[src/bfrd_pkg.sv]
`timescale 1ns / 1ps
// Shared types, codes and helper functions for the battery frame receiver.
// Used by bms_frame_receiver_decoder; depends on nothing else.
package bfrd_pkg;

    // default store depth, number of header bytes held in flops, unit limit
    localparam int MAX_FRAME_BYTES_DEF = 57;
    localparam int HDR_BYTES = 5;
    localparam int MAX_UNITS = 16;

    // frame kinds
    localparam logic [1:0] KIND_SUMMARY = 2'd0;
    localparam logic [1:0] KIND_CELL    = 2'd1;
    localparam logic [1:0] KIND_ALARM   = 2'd2;

    // result status codes
    localparam logic [1:0] STAT_VALUE    = 2'd0;
    localparam logic [1:0] STAT_CRC_ERR  = 2'd1;
    localparam logic [1:0] STAT_UNIT_ERR = 2'd2;

    // value conversions
    localparam logic [1:0] OP_RAW     = 2'd0;
    localparam logic [1:0] OP_CURRENT = 2'd1;
    localparam logic [1:0] OP_TEMP    = 2'd2;

    // sequencer states
    typedef enum logic [2:0] {
        ST_IDLE,
        ST_HDR,
        ST_CHECK,
        ST_RD,
        ST_WAIT_HI,
        ST_WAIT_LO,
        ST_EMIT
    } bfrd_state_t;

    typedef struct packed {
        logic       valid;
        logic [1:0] kind;
    } hdr_info_t;

    typedef struct packed {
        logic [5:0] addr;
        logic       single;
        logic [1:0] op;
        logic       last;
    } item_plan_t;

    // header recognition on the first three bytes
    function automatic hdr_info_t hdr_decode(input logic [7:0] b0, input logic [7:0] b1,
                                             input logic [7:0] b2);
        hdr_info_t h;
        h.valid = 1'b0;
        h.kind  = KIND_SUMMARY;
        if (b0 inside {[8'h01:8'h10]})
        begin
            if (b1 == 8'h04 && b2 == 8'h24)
            begin
                h.valid = 1'b1;
                h.kind  = KIND_SUMMARY;
            end
            else if (b1 == 8'h04 && b2 == 8'h34)
            begin
                h.valid = 1'b1;
                h.kind  = KIND_CELL;
            end
            else if (b1 == 8'h01 && b2 == 8'h12)
            begin
                h.valid = 1'b1;
                h.kind  = KIND_ALARM;
            end
        end
        return h;
    endfunction

    // total frame length per kind, crc included
    function automatic logic [6:0] frame_len_of(input logic [1:0] kind);
        logic [6:0] n;
        case (kind)
            KIND_SUMMARY: n = 7'd41;
            KIND_CELL:    n = 7'd57;
            default:      n = 7'd23;
        endcase
        return n;
    endfunction

    // one byte of modbus crc-16, reflected poly a001
    function automatic logic [15:0] crc_byte(input logic [15:0] crc, input logic [7:0] b);
        logic [15:0] c;
        c = crc ^ {8'h00, b};
        for (int k = 0; k < 8; k++)
        begin
            c = c[0] ? ((c >> 1) ^ 16'hA001) : (c >> 1);
        end
        return c;
    endfunction

    // where each quantity sits in the frame and how it is converted
    function automatic item_plan_t item_plan(input logic [1:0] kind, input logic [4:0] idx);
        item_plan_t p;
        p.addr   = 6'd3 + {idx, 1'b0};
        p.single = 1'b0;
        p.op     = OP_RAW;
        p.last   = 1'b0;
        case (kind)
            KIND_SUMMARY:
            begin
                if (idx == 5'd1)
                begin
                    p.op = OP_CURRENT;
                end
                else if (idx == 5'd6)
                begin
                    p.addr   = 6'd15;
                    p.single = 1'b1;
                end
                else if (idx == 5'd7)
                begin
                    p.addr   = 6'd16;
                    p.single = 1'b1;
                end
                else if (idx inside {5'd9, 5'd12, 5'd13})
                begin
                    p.op = OP_TEMP;
                end
                p.last = (idx == 5'd15);
            end
            KIND_CELL:
            begin
                if (idx >= 5'd16)
                begin
                    p.op = OP_TEMP;
                end
                if (idx == 5'd20)
                begin
                    p.addr = 6'd51;
                end
                else if (idx == 5'd21)
                begin
                    p.addr = 6'd53;
                end
                p.last = (idx == 5'd21);
            end
            default:
            begin
                p.addr   = 6'd3 + {1'b0, idx};
                p.single = 1'b1;
                p.last   = (idx == 5'd18);
            end
        endcase
        return p;
    endfunction

    // fixed-point conversion of one quantity
    function automatic logic signed [20:0] item_value(input logic [1:0] op,
                                                      input logic single,
                                                      input logic [7:0] hi,
                                                      input logic [7:0] lo);
        logic [20:0] w;
        logic [20:0] v;
        w = {5'd0, hi, lo};
        if (single)
        begin
            v = {13'd0, hi};
        end
        else
        begin
            case (op)
                OP_CURRENT: v = w - 21'd10000;
                OP_TEMP:    v = (w << 3) + (w << 1) - 21'd27315;
                default:    v = w;
            endcase
        end
        return signed'(v);
    endfunction

endpackage

[src/bfrd_ram.sv]
`timescale 1ns / 1ps
// Generic single-write, single-read RAM with registered read data.
// Stands alone; instanced by the frame receiver for its byte store.
module bfrd_ram #(
    parameter int WIDTH = 8,
    parameter int DEPTH = 57
) (
    input  logic                     clk,
    input  logic                     we,
    input  logic [$clog2(DEPTH)-1:0] waddr,
    input  logic [WIDTH-1:0]         wdata,
    input  logic [$clog2(DEPTH)-1:0] raddr,
    output logic [WIDTH-1:0]         rdata
);

    logic [WIDTH-1:0] mem [DEPTH];

    // write port and registered read port
    always_ff @(posedge clk)
    begin
        if (we)
        begin
            mem[waddr] <= wdata;
        end
        rdata <= mem[raddr];
    end

endmodule

[src/bms_frame_receiver_decoder.sv]
`timescale 1ns / 1ps
// Battery unit frame receiver: header hunt, crc-16 check, field decode.
// Depends on bfrd_pkg and bfrd_ram.
//
// Usage
// - s_axis carries one received serial byte per word in tdata[7:0].
// - m_axis carries one decoded quantity per word; tlast marks the final word
//   of a frame. A bad crc or an out-of-range device gives a single word.
// - cfg_wen/cfg_wdata write the accepted device count (reset value 16).
//   Write it only while no frame is being decoded.
// Throughput
// - while collecting, a byte is taken every cycle; the byte that completes
//   a valid five-byte header is followed by a pass that folds the header into
//   the crc, one byte per cycle, and no bytes are taken during it.
// - after the last byte: a check state, then per quantity a read, a high
//   byte wait, a low byte wait (16-bit ones only) and an emit, reading
//   through the one read port of the byte store; no bytes are taken then.
// Reset
// - the fill count and sequencer clear; the byte store keeps no reset and
//   needs no clearing pass, since only written bytes are ever used.
// Stall
// - a held output word stalls the decoder at its next result; input is
//   taken again once the last word of a frame is in the output register.
module bms_frame_receiver_decoder
#(
    parameter int MAX_FRAME_BYTES = bfrd_pkg::MAX_FRAME_BYTES_DEF
) (
    input  logic        clk,
    input  logic        rst_n,
    // tdata: rx_byte[7:0]
    input  logic        s_axis_tvalid,
    output logic        s_axis_tready,
    input  logic [7:0]  s_axis_tdata,
    // tdata: unit[3:0], item_index[8:4], item_value[29:9], zero[31:30]
    output logic        m_axis_tvalid,
    input  logic        m_axis_tready,
    output logic [31:0] m_axis_tdata,
    // tuser: frame_kind[1:0], status[3:2]
    output logic [3:0]  m_axis_tuser,
    output logic        m_axis_tlast,
    input  logic        cfg_wen,
    input  logic [4:0]  cfg_wdata
);

    import bfrd_pkg::*;

    localparam int AW    = $clog2(MAX_FRAME_BYTES);
    localparam int CNT_W = $clog2(MAX_FRAME_BYTES + 1);

    bfrd_state_t state_reg, state_next;

    logic [CNT_W-1:0]   cnt_reg, cnt_next;
    logic [7:0]         w_reg [HDR_BYTES];
    logic [7:0]         w_next [HDR_BYTES];
    logic [1:0]         kind_reg, kind_next;
    logic [15:0]        crc_reg, crc_next;
    logic [15:0]        rxcrc_reg, rxcrc_next;
    logic [2:0]         hk_reg, hk_next;
    logic [4:0]         item_reg, item_next;
    logic [AW-1:0]      ra_reg, ra_next;
    logic [7:0]         hi_reg, hi_next;
    logic [7:0]         lo_reg, lo_next;
    logic [4:0]         dev_cnt_reg;

    logic               ov_reg, ov_next;
    logic [3:0]         o_unit_reg, o_unit_next;
    logic [1:0]         o_kind_reg, o_kind_next;
    logic [4:0]         o_idx_reg, o_idx_next;
    logic signed [20:0] o_val_reg, o_val_next;
    logic [1:0]         o_stat_reg, o_stat_next;
    logic               o_last_reg, o_last_next;

    logic               in_acc;
    hdr_info_t          hk;
    logic               hdr_ok;
    logic [CNT_W-1:0]   len_m1, len_m2;
    logic               slot_free;
    logic [3:0]         unit;
    logic [4:0]         lim;
    logic               err_crc, err_unit;
    item_plan_t         plan;
    logic [7:0]         src_byte;
    logic               ram_we;
    logic [AW-1:0]      ram_waddr, ram_raddr;
    logic [7:0]         ram_rdata;

    // byte store
    bfrd_ram #(
        .WIDTH (8),
        .DEPTH (MAX_FRAME_BYTES)
    ) u_store (
        .clk   (clk),
        .we    (ram_we),
        .waddr (ram_waddr),
        .wdata (s_axis_tdata),
        .raddr (ram_raddr),
        .rdata (ram_rdata)
    );

    // shared decode of the held state
    assign s_axis_tready = (state_reg == ST_IDLE);
    assign in_acc        = s_axis_tvalid && s_axis_tready;
    assign hk            = hdr_decode(w_reg[0], w_reg[1], w_reg[2]);
    assign hdr_ok        = hk.valid && (int'(frame_len_of(hk.kind)) <= MAX_FRAME_BYTES);
    assign len_m1        = CNT_W'(frame_len_of(kind_reg) - 7'd1);
    assign len_m2        = CNT_W'(frame_len_of(kind_reg) - 7'd2);
    assign slot_free     = !ov_reg || m_axis_tready;
    assign unit          = 4'(w_reg[0] - 8'd1);
    assign lim           = (dev_cnt_reg < 5'(MAX_UNITS)) ? dev_cnt_reg : 5'(MAX_UNITS);
    assign err_crc       = (rxcrc_reg != crc_reg);
    assign err_unit      = ({1'b0, unit} >= lim);
    assign plan          = item_plan(kind_reg, item_reg);
    assign src_byte      = (int'(ra_reg) < HDR_BYTES) ? w_reg[ra_reg[2:0]] : ram_rdata;

    // next state
    always_comb
    begin
        state_next = state_reg;
        case (state_reg)
            ST_IDLE:
            begin
                if (in_acc)
                begin
                    if (int'(cnt_reg) == HDR_BYTES - 1)
                    begin
                        if (hdr_ok)
                        begin
                            state_next = ST_HDR;
                        end
                    end
                    else if (int'(cnt_reg) >= HDR_BYTES && cnt_reg == len_m1)
                    begin
                        state_next = ST_CHECK;
                    end
                end
            end
            ST_HDR:
            begin
                if (int'(hk_reg) == HDR_BYTES - 1)
                begin
                    state_next = ST_IDLE;
                end
            end
            ST_CHECK:
            begin
                if (err_crc || err_unit)
                begin
                    if (slot_free)
                    begin
                        state_next = ST_IDLE;
                    end
                end
                else
                begin
                    state_next = ST_RD;
                end
            end
            ST_RD:
            begin
                state_next = ST_WAIT_HI;
            end
            ST_WAIT_HI:
            begin
                state_next = plan.single ? ST_EMIT : ST_WAIT_LO;
            end
            ST_WAIT_LO:
            begin
                state_next = ST_EMIT;
            end
            ST_EMIT:
            begin
                if (slot_free)
                begin
                    state_next = plan.last ? ST_IDLE : ST_RD;
                end
            end
            default:
            begin
                state_next = ST_IDLE;
            end
        endcase
    end

    // datapath and output register next values
    always_comb
    begin
        cnt_next    = cnt_reg;
        w_next      = w_reg;
        kind_next   = kind_reg;
        crc_next    = crc_reg;
        rxcrc_next  = rxcrc_reg;
        hk_next     = hk_reg;
        item_next   = item_reg;
        ra_next     = ra_reg;
        hi_next     = hi_reg;
        lo_next     = lo_reg;
        ram_we      = 1'b0;
        ram_waddr   = cnt_reg[AW-1:0];
        ram_raddr   = '0;
        ov_next     = ov_reg && !m_axis_tready;
        o_unit_next = o_unit_reg;
        o_kind_next = o_kind_reg;
        o_idx_next  = o_idx_reg;
        o_val_next  = o_val_reg;
        o_stat_next = o_stat_reg;
        o_last_next = o_last_reg;
        case (state_reg)
            ST_IDLE:
            begin
                if (in_acc)
                begin
                    if (int'(cnt_reg) < HDR_BYTES - 1)
                    begin
                        // filling the header window
                        w_next[cnt_reg[2:0]] = s_axis_tdata;
                        cnt_next = cnt_reg + 1'b1;
                    end
                    else if (int'(cnt_reg) == HDR_BYTES - 1)
                    begin
                        if (hdr_ok)
                        begin
                            w_next[HDR_BYTES-1] = s_axis_tdata;
                            cnt_next  = cnt_reg + 1'b1;
                            kind_next = hk.kind;
                            crc_next  = 16'hFFFF;
                            hk_next   = '0;
                        end
                        else
                        begin
                            // slide the window by one byte
                            for (int j = 0; j < HDR_BYTES - 2; j++)
                            begin
                                w_next[j] = w_reg[j+1];
                            end
                            w_next[HDR_BYTES-2] = s_axis_tdata;
                        end
                    end
                    else
                    begin
                        // frame body goes to the store
                        ram_we = 1'b1;
                        if (cnt_reg < len_m2)
                        begin
                            crc_next = crc_byte(crc_reg, s_axis_tdata);
                            cnt_next = cnt_reg + 1'b1;
                        end
                        else if (cnt_reg == len_m2)
                        begin
                            rxcrc_next[7:0] = s_axis_tdata;
                            cnt_next = cnt_reg + 1'b1;
                        end
                        else
                        begin
                            rxcrc_next[15:8] = s_axis_tdata;
                            cnt_next = '0;
                        end
                    end
                end
            end
            ST_HDR:
            begin
                // fold the held header bytes into the crc
                crc_next = crc_byte(crc_reg, w_reg[hk_reg]);
                hk_next  = hk_reg + 1'b1;
            end
            ST_CHECK:
            begin
                item_next = '0;
                if ((err_crc || err_unit) && slot_free)
                begin
                    ov_next     = 1'b1;
                    o_unit_next = unit;
                    o_kind_next = kind_reg;
                    o_idx_next  = '0;
                    o_val_next  = '0;
                    o_stat_next = err_crc ? STAT_CRC_ERR : STAT_UNIT_ERR;
                    o_last_next = 1'b1;
                end
            end
            ST_RD:
            begin
                ram_raddr = AW'(plan.addr);
                ra_next   = AW'(plan.addr);
            end
            ST_WAIT_HI:
            begin
                hi_next   = src_byte;
                ram_raddr = AW'(plan.addr + 6'd1);
                ra_next   = AW'(plan.addr + 6'd1);
            end
            ST_WAIT_LO:
            begin
                lo_next = src_byte;
            end
            ST_EMIT:
            begin
                if (slot_free)
                begin
                    ov_next     = 1'b1;
                    o_unit_next = unit;
                    o_kind_next = kind_reg;
                    o_idx_next  = item_reg;
                    o_val_next  = item_value(plan.op, plan.single, hi_reg, lo_reg);
                    o_stat_next = STAT_VALUE;
                    o_last_next = plan.last;
                    item_next   = item_reg + 1'b1;
                end
            end
            default:
            begin
                ram_raddr = '0;
            end
        endcase
    end

    // control registers
    always_ff @(posedge clk or negedge rst_n)
    begin
        if (!rst_n)
        begin
            state_reg   <= ST_IDLE;
            cnt_reg     <= '0;
            ov_reg      <= 1'b0;
            dev_cnt_reg <= 5'(MAX_UNITS);
            hk_reg      <= '0;
            item_reg    <= '0;
        end
        else
        begin
            state_reg <= state_next;
            cnt_reg   <= cnt_next;
            ov_reg    <= ov_next;
            hk_reg    <= hk_next;
            item_reg  <= item_next;
            if (cfg_wen)
            begin
                dev_cnt_reg <= cfg_wdata;
            end
        end
    end

    // payload registers
    always_ff @(posedge clk)
    begin
        w_reg      <= w_next;
        kind_reg   <= kind_next;
        crc_reg    <= crc_next;
        rxcrc_reg  <= rxcrc_next;
        ra_reg     <= ra_next;
        hi_reg     <= hi_next;
        lo_reg     <= lo_next;
        o_unit_reg <= o_unit_next;
        o_kind_reg <= o_kind_next;
        o_idx_reg  <= o_idx_next;
        o_val_reg  <= o_val_next;
        o_stat_reg <= o_stat_next;
        o_last_reg <= o_last_next;
    end

    // output word
    assign m_axis_tvalid = ov_reg;
    assign m_axis_tdata  = {2'b00, o_val_reg, o_idx_reg, o_unit_reg};
    assign m_axis_tuser  = {o_stat_reg, o_kind_reg};
    assign m_axis_tlast  = o_last_reg;

    // checks
    a_hdr_count: assert property (@(posedge clk) disable iff (!rst_n)
        state_reg == ST_HDR |-> int'(cnt_reg) == HDR_BYTES)
        else $error("header fold outside a confirmed header");

    a_check_cleared: assert property (@(posedge clk) disable iff (!rst_n)
        state_reg == ST_CHECK |-> cnt_reg == '0)
        else $error("fill count not cleared at frame end");

    a_err_last: assert property (@(posedge clk) disable iff (!rst_n)
        m_axis_tvalid && m_axis_tuser[3:2] != STAT_VALUE |-> m_axis_tlast)
        else $error("error word not marked last");

    a_item_range: assert property (@(posedge clk) disable iff (!rst_n)
        state_reg == ST_EMIT |-> item_reg <= 5'd21)
        else $error("item index out of range");

    a_fill_bound: assert property (@(posedge clk) disable iff (!rst_n)
        in_acc |=> int'(cnt_reg) < MAX_FRAME_BYTES)
        else $error("fill count past store depth");

endmodule
[config.mk]
export PLATFORM = sky130hd
export DESIGN_NAME = bms_frame_receiver_decoder
export DESIGN_NICKNAME = d
export VERILOG_FILES = /design/src/bfrd_pkg.sv /design/src/bfrd_ram.sv /design/src/bms_frame_receiver_decoder.sv
export SDC_FILE = /design/constraint.sdc
export NUM_CORES = 1
export LEC_CHECK = 0
export BUFFER_PORTS_ARGS = -buffer_cell sky130_fd_sc_hd__buf_2
export CAP_MARGIN = 20
export CORE_MARGIN = 2
export CORE_UTILIZATION = 57
export DETAILED_ROUTE_END_ITERATION = 8
export GPL_TIMING_DRIVEN = 0
export HOLD_SLACK_MARGIN = 0.15
export PLACE_DENSITY = 0.76
export SYNTH_ARGS = -nofsm -noshare
export SYNTH_HDL_FRONTEND = slang
export SYNTH_SLANG_ARGS = --single-unit
[constraint.sdc]
create_clock -name clk -period 3.8 [get_ports clk]
set_input_delay 0.19 -clock clk [delete_from_list [all_inputs] [get_ports clk]]
set_output_delay 0.19 -clock clk [all_outputs]
set_load 0.02 [all_outputs]
# Yosys cells after proc, flatten, opt, wreduce, memory -nomap -nowiden

Memories as Yosys holds them, arrays and structs flattened. A register that Yosys moved wholly into a read port is not among the register bits.
Cells that the tools add are included.

Add/sub/neg operators: 12
Order comparisons: 14
Eq/ne operators: 43
Muxes and demuxes: 112
Bitwise logic cells: 25
Reduce and logical (&&, ||, !) cells: 34

Operator list:

| kind                                                | count |
|---|---|
| two-way mux 16 bit                                  | 21 |
| case mux 21 bit (2 select lines)                    | 2 |
| two-way mux 40 bit                                  | 2 |
| two-way mux 21 bit                                  | 3 |
| case mux 6 bit (2 select lines)                     | 5 |
| two-way mux 8 bit                                   | 7 |
| binary-select mux 8 bit (select 3 bit)              | 2 |
| two-way mux 3 bit                                   | 16 |
| inverter 2 -> 3 bit                                 | 16 |
| two-way mux 6 bit                                   | 7 |
| bitwise mux 40 bit                                  | 1 |
| two-way mux 32 bit                                  | 1 |
| case mux 16 bit (2 select lines)                    | 1 |
| XOR 16 x 8 -> 16 bit                                | 2 |
| demux 8 bit (select 3 bit)                          | 1 |
| two-way mux 2 bit                                   | 12 |
| two-way mux 7 bit                                   | 3 |
| case mux 3 bit (7 select lines)                     | 1 |
| subtractor 20 x 15 -> 21 bit, second input constant | 1 |
| adder 19 x 17 -> 20 bit                             | 1 |
| == test 5 x 4 -> 1 bit, second input constant       | 4 |
| two-way mux 5 bit                                   | 4 |
| case mux 5 bit (2 select lines)                     | 2 |
| AND reduction 6 bit                                 | 3 |
| other kinds (59)                                    | 122 |

Bits in registers: 154
Bits in writable memories: 456
Output and inout port bits: 39
Word-level logic and storage cells: 265
Memories kept: 1

Memory list:

| memory      | depth | bits a word | read ports | clocked after memory_dff | write ports | RTL line       | source |
|---|---|---|---|---|---|---|---|
| u_store.mem | 57    | 8           | 1          | 1                        | 1           | bfrd_ram.sv:16 | `logic [WIDTH-1:0] mem [DEPTH];` |

# Depth between registers and ports, before layout

Depth in word-level cells: 22
Mapped depth: 17

# Cells and area by module

From an unflattened synthesis, not the netlist that was laid out.

Cell total of the unflattened synthesis: 1842
Area, all modules: 27848.0 µm²

By module, submodules not included:

| module                     | instances | cells an instance | area an instance (µm²) |
|---|---|---|---|
| bfrd_ram                   | 1         | 893               | 18109.9 |
| bms_frame_receiver_decoder | 1         | 949               | 9738.1 |

# Worst setup path before layout

OpenSTA, ideal clock, no wires.

Path kind: reg-to-reg
Start point: register item_reg[0]
End point: register u_store.rdata[0], read port of u_store.mem
Setup time: 0.088 ns
Arrival: 3.876 ns
Required time: 3.712 ns
Slack: -0.164 ns
Stages on the path, launching flop included: 18
Clock period less this slack: 3.964 ns
Cells stage by stage: dfrtp_1 -> clkbuf_1 -> inv_1 -> ha_1 -> and4bb_2 -> o32ai_1 -> or3_1 -> inv_1 -> ha_1 -> nand2b_1 -> a2111oi_2 -> or2_1 -> buf_6 -> buf_6 -> mux2i_1 -> mux2i_1 -> a221o_1 -> a311oi_2

Cells in the longest elaborated chain, start to end: 7

RTL lines:

| what                                                                  | RTL line                          | source |
|---|---|---|
| start, declared                                                       | bms_frame_receiver_decoder.sv:59  | `logic [4:0] item_reg, item_next;` |
| start signal, assigned                                                | bms_frame_receiver_decoder.sv:334 | `item_reg <= item_next;` |
| adder 2 x 6 -> 6 bit / == test 5 x 3 -> 1 bit (equally long branches) | bfrd_pkg.sv:101, bfrd_pkg.sv:117  |  |
| two-way mux 7 bit                                                     | bfrd_pkg.sv:117                   | `else if (idx == 5'd7)` |
| two-way mux 7 bit                                                     | bfrd_pkg.sv:112                   | `else if (idx == 5'd6)` |
| two-way mux 7 bit                                                     | bfrd_pkg.sv:108                   | `if (idx == 5'd1)` |
| case mux 6 bit (2 select lines) *                                     | bfrd_pkg.sv:105                   | `case (kind)` |
| adder 6 x 1 -> 6 bit                                                  | bms_frame_receiver_decoder.sv:288 | `ram_raddr = AW'(plan.addr + 6'd1);` |
| case mux 6 bit (2 select lines) *                                     | bms_frame_receiver_decoder.sv:207 | `case (state_reg)` |
| end, declared                                                         | bfrd_ram.sv:13                    | `output logic [WIDTH-1:0] rdata` |

Every way passes the cells marked *; elsewhere a longest branch is shown, timed or not.
A chain may end at the register's enable or synchronous reset.

# Worst setup path in the final report

Start point: register item_reg[0]
End point: register u_store.rdata[5], read port of u_store.mem

The elaborated chain is that of the path after synthesis.

==> out/metrics.cfg <==
[outcome]
status = finished, violations left
violations = setup timing

[yosys]
yosys.area.top_type = edfxtp_1
seq_area_frac_synth_pct = 63.9
synthArstFlopShare_pct = 3.72
ys.flop_type = edfxtp_1
synth_area_um2 = 28700
ys_ff_latch = 618
synthTopCellsByArea = edfxtp_1 (61%), nand2_1 (6.7%), mux2i_1 (3.2%)
synth-edff-count = 587
synth.top_cell.area_share_pct = 61.4
synth_warnings = 0
syn-instance-count = 2375
ys_types = 83
avgSynthCellArea_um2 = 12.1

[route]
detail-route-antenna-nets = 0
drc = 0
vias = 20600
drtPass1Iterations = 6
wirelength_um = 79700
viasPerCell = 6.22
drt_iter0_drc = 2853
wire_per_inst_um = 24.1

[final_layout]
n_antenna_cell = 0
largest_register_ffs = 456
syn_to_final_growth_pct = 16.2
drive_gt1_share_pct = 15.6
final_cell_mix = edfxtp_1 (587), nand2_1 (510), nand3_1 (158), nor2_1 (98), buf_2 (86)
nets = 2656
fin_cells = 3306
mostFrequentLayoutCell = edfxtp_1

[clocking]
htreeDepth = 2
cts.sinks = 618
worstSkewPairLatency_ns = 0.65
clkTransAtPathRegs_ns = 0.06
cts-root-buf = clkbuf_16
cts_inserted_buffers = 60
cts_tree = done
max-clock-path-buffers = 3

[floorplanning]
io_pins = 57
chipWidth_um = 229
rows = 82
core_um2 = 50000
initial_core_util_pct = 57.5
die_h_um = 229
dieArea_um2 = 52200

[pwr]
power-per-cell-area_nw_per_um2 = 681
leakagePower_nw = 12.4
ir_worst_vdd_v = 0.000547

[sta]
final.min_clock_period_ns = 4.18
slew_headroom_pct = 26.3
rsz0062_at_grt = yes
final_hold_viol_count = 0
clock_skew_ns = 0.0350
clock.fmax_mhz = 239
tightest_slew_ns = 1.11
maxSlewViolCount = 0
finalCritPeriodShare_pct = 110
setup_viol = 8
setup_ws_ns = -0.377

[setup_path]
crit_type = flip-flop to flip-flop
crit_slowest_cell = or3_4
cp_top_family = compound AO/OA/AOI/OAI gates
crit_top_cell = buf_4
path_cells = clkbuf_8, clkinvlp_4, ha_2, and4b_4, o32ai_4, or3_4, buf_4, buf_4, o21a_1, buf_4, clkbuf_4, a311oi_1, mux2i_1, and4_1, a311oi_4
slowest_delay_ns = 0.41
end_kind = flip-flop
critPathLaunchType = flip-flop
worst-path-buf-inv = 6
crit_arrival_ns = 4.68
cp.required_ns = 4.30
path_max_fanout = 10

[worst_hold_path]
hp-class = primary input to flip-flop

[run]
cap_violations = 0

[global_routing]
antenna_found_initial = 2
grt_start_max_net_pins = 42
grt_overflow = 0
grt_pass1_vias = 20200
grt_pass1_wl_um = 120000
grt_use_total_pct = 30.3

[place]
dp.cells = 3144
pre_cts_ws_ns = -1.37
gp_congestion = 0.961
hpwl_um = 54200
port_buffers = 54

-- stage by stage --
| stage | hold slack (ns) | TNS, ns | util (%) | instance area, µm² | power, mW |
|---|---|---|---|---|---|
| 2_1_floorplan | -0.106 | 0 | - | 28900 | 13.7 |
| 3_3_place_gp | 0.197 | -44.31 | 60.0 | 30000 | 15.6 |
| 3_5_place_dp | 0.215 | -9.93 | 60.4 | 30200 | 15.8 |
| 4_1_cts | 0.177 | -1.94 | 66.2 | 33100 | 22.4 |
| 5_1_grt | 0.219 | -2.59 | 66.8 | 33400 | 23.6 |
| 6_report | 0.181 | -1.87 | 66.8 | 33400 | 22.7 |
-- repair_timing --
| item | in CTS | in global routing |
|---|---|---|
| buffers inserted | 21 | 7 |
| cloned | 2 | 0 |
| hold endpoints to repair | 133 | 0 |
| pin swaps | 28 | 22 |
| resized for setup | 101 | 84 |
| hold buffers | 20 | 0 |
| endpoints found under the setup margin | 8 | 208 |
-- final cells by class --
type / count / area [µm²]
Inverter: 54 / 206
Timing Repair Buffer: 115 / 927
Clock buffer: 71 / 1560
Sequential cell: 618 / 18400
Tap cell: 672 / 841
Multi-Input combinational cell: 1590 / 10200
Fill cell: 3592 / 16600
Buffer: 145 / 795
Clock inverter: 41 / 498
-- metal layers --
metal	up-vias	global-route usage [%]	share of wire, %
li1	9116	-	-
met1	10000	40.2	38
met2	1206	49.5	48
met3	222	5.21	9.7
met4	4	13.5	4.2
met5	-	0	0.034
-- synthesized netlist by cell type (5+ instances only) --
master / instances
nor2_1: 118
a21o_1: 12
xor2_1: 55
nand4_1: 22
a311oi_2: 6
nand2_1: 511
o21ai_0: 54
buf_2: 38
xnor2_1: 36
o221ai_1: 10
mux2i_1: 92
a211oi_1: 7
clkbuf_1: 85
nand3b_1: 8
ha_1: 53
nand2b_1: 12
nor3_1: 20
o21bai_1: 5
buf_4: 15
o211ai_1: 5
o22ai_1: 7
a31o_2: 7
or2_2: 8
edfxtp_1: 587
and3_1: 59
a32o_1: 7
and4_1: 8
a221o_1: 8
and2_1: 24
mux2_2: 8
a22oi_1: 20
nand3_1: 159
nor2b_1: 13
a31oi_1: 30
or3_1: 5
inv_1: 52
nor3b_1: 7
mux4_2: 10
nor4_1: 11
a21oi_1: 40
a311oi_1: 38
dfrtp_1: 22
dfxtp_1: 8
-- path summary, 6_finish.rpt --
| check | startpoint | end | slack, ns | cells after the start |
|---|---|---|---|---|
| setup / recovery | item_reg[0]$_DFFE_PN0P_ | u_store.rdata[5]$_DFF_P_ | -0.38 | 15 |
| hold / removal | s_axis_tdata[0] | u_store.mem[19][0]$_DFFE_PP_ | 0.18 | 1 |
| setup reg to reg | item_reg[0]$_DFFE_PN0P_ | u_store.rdata[5]$_DFF_P_ | -0.38 | 15 |
| hold reg to reg | crc_reg[9]$_DFFE_PP_ | crc_reg[1]$_DFFE_PP_ | 0.55 | 1 |
| max in group asynchronous | rst_n | item_reg[1]$_DFFE_PN0P_ | 3.01 | 4 |
| min in group asynchronous | rst_n | cnt_reg[0]$_DFFE_PN0P_ | 0.62 | 4 |
-- cell families after synthesis --
family	share of synthesized area, %
other	0.0131
DFF	63.9
adders and majority gates	2.38
muxes	4.30
buffers and inverters	3.08
xor gates and xnor gates	2.85
and+or+nand+nor	16.1
AOI/OAI and AO/OA	7.39
-- power by group --
part           total, mW  internal [mW]  switching, mW
logic               7.70           2.97           4.73
clock network       6.32           3.69           2.63
registers           8.71           8.32          0.386
total               22.7           15.0           7.75
(Power assumes the default switching activity.)
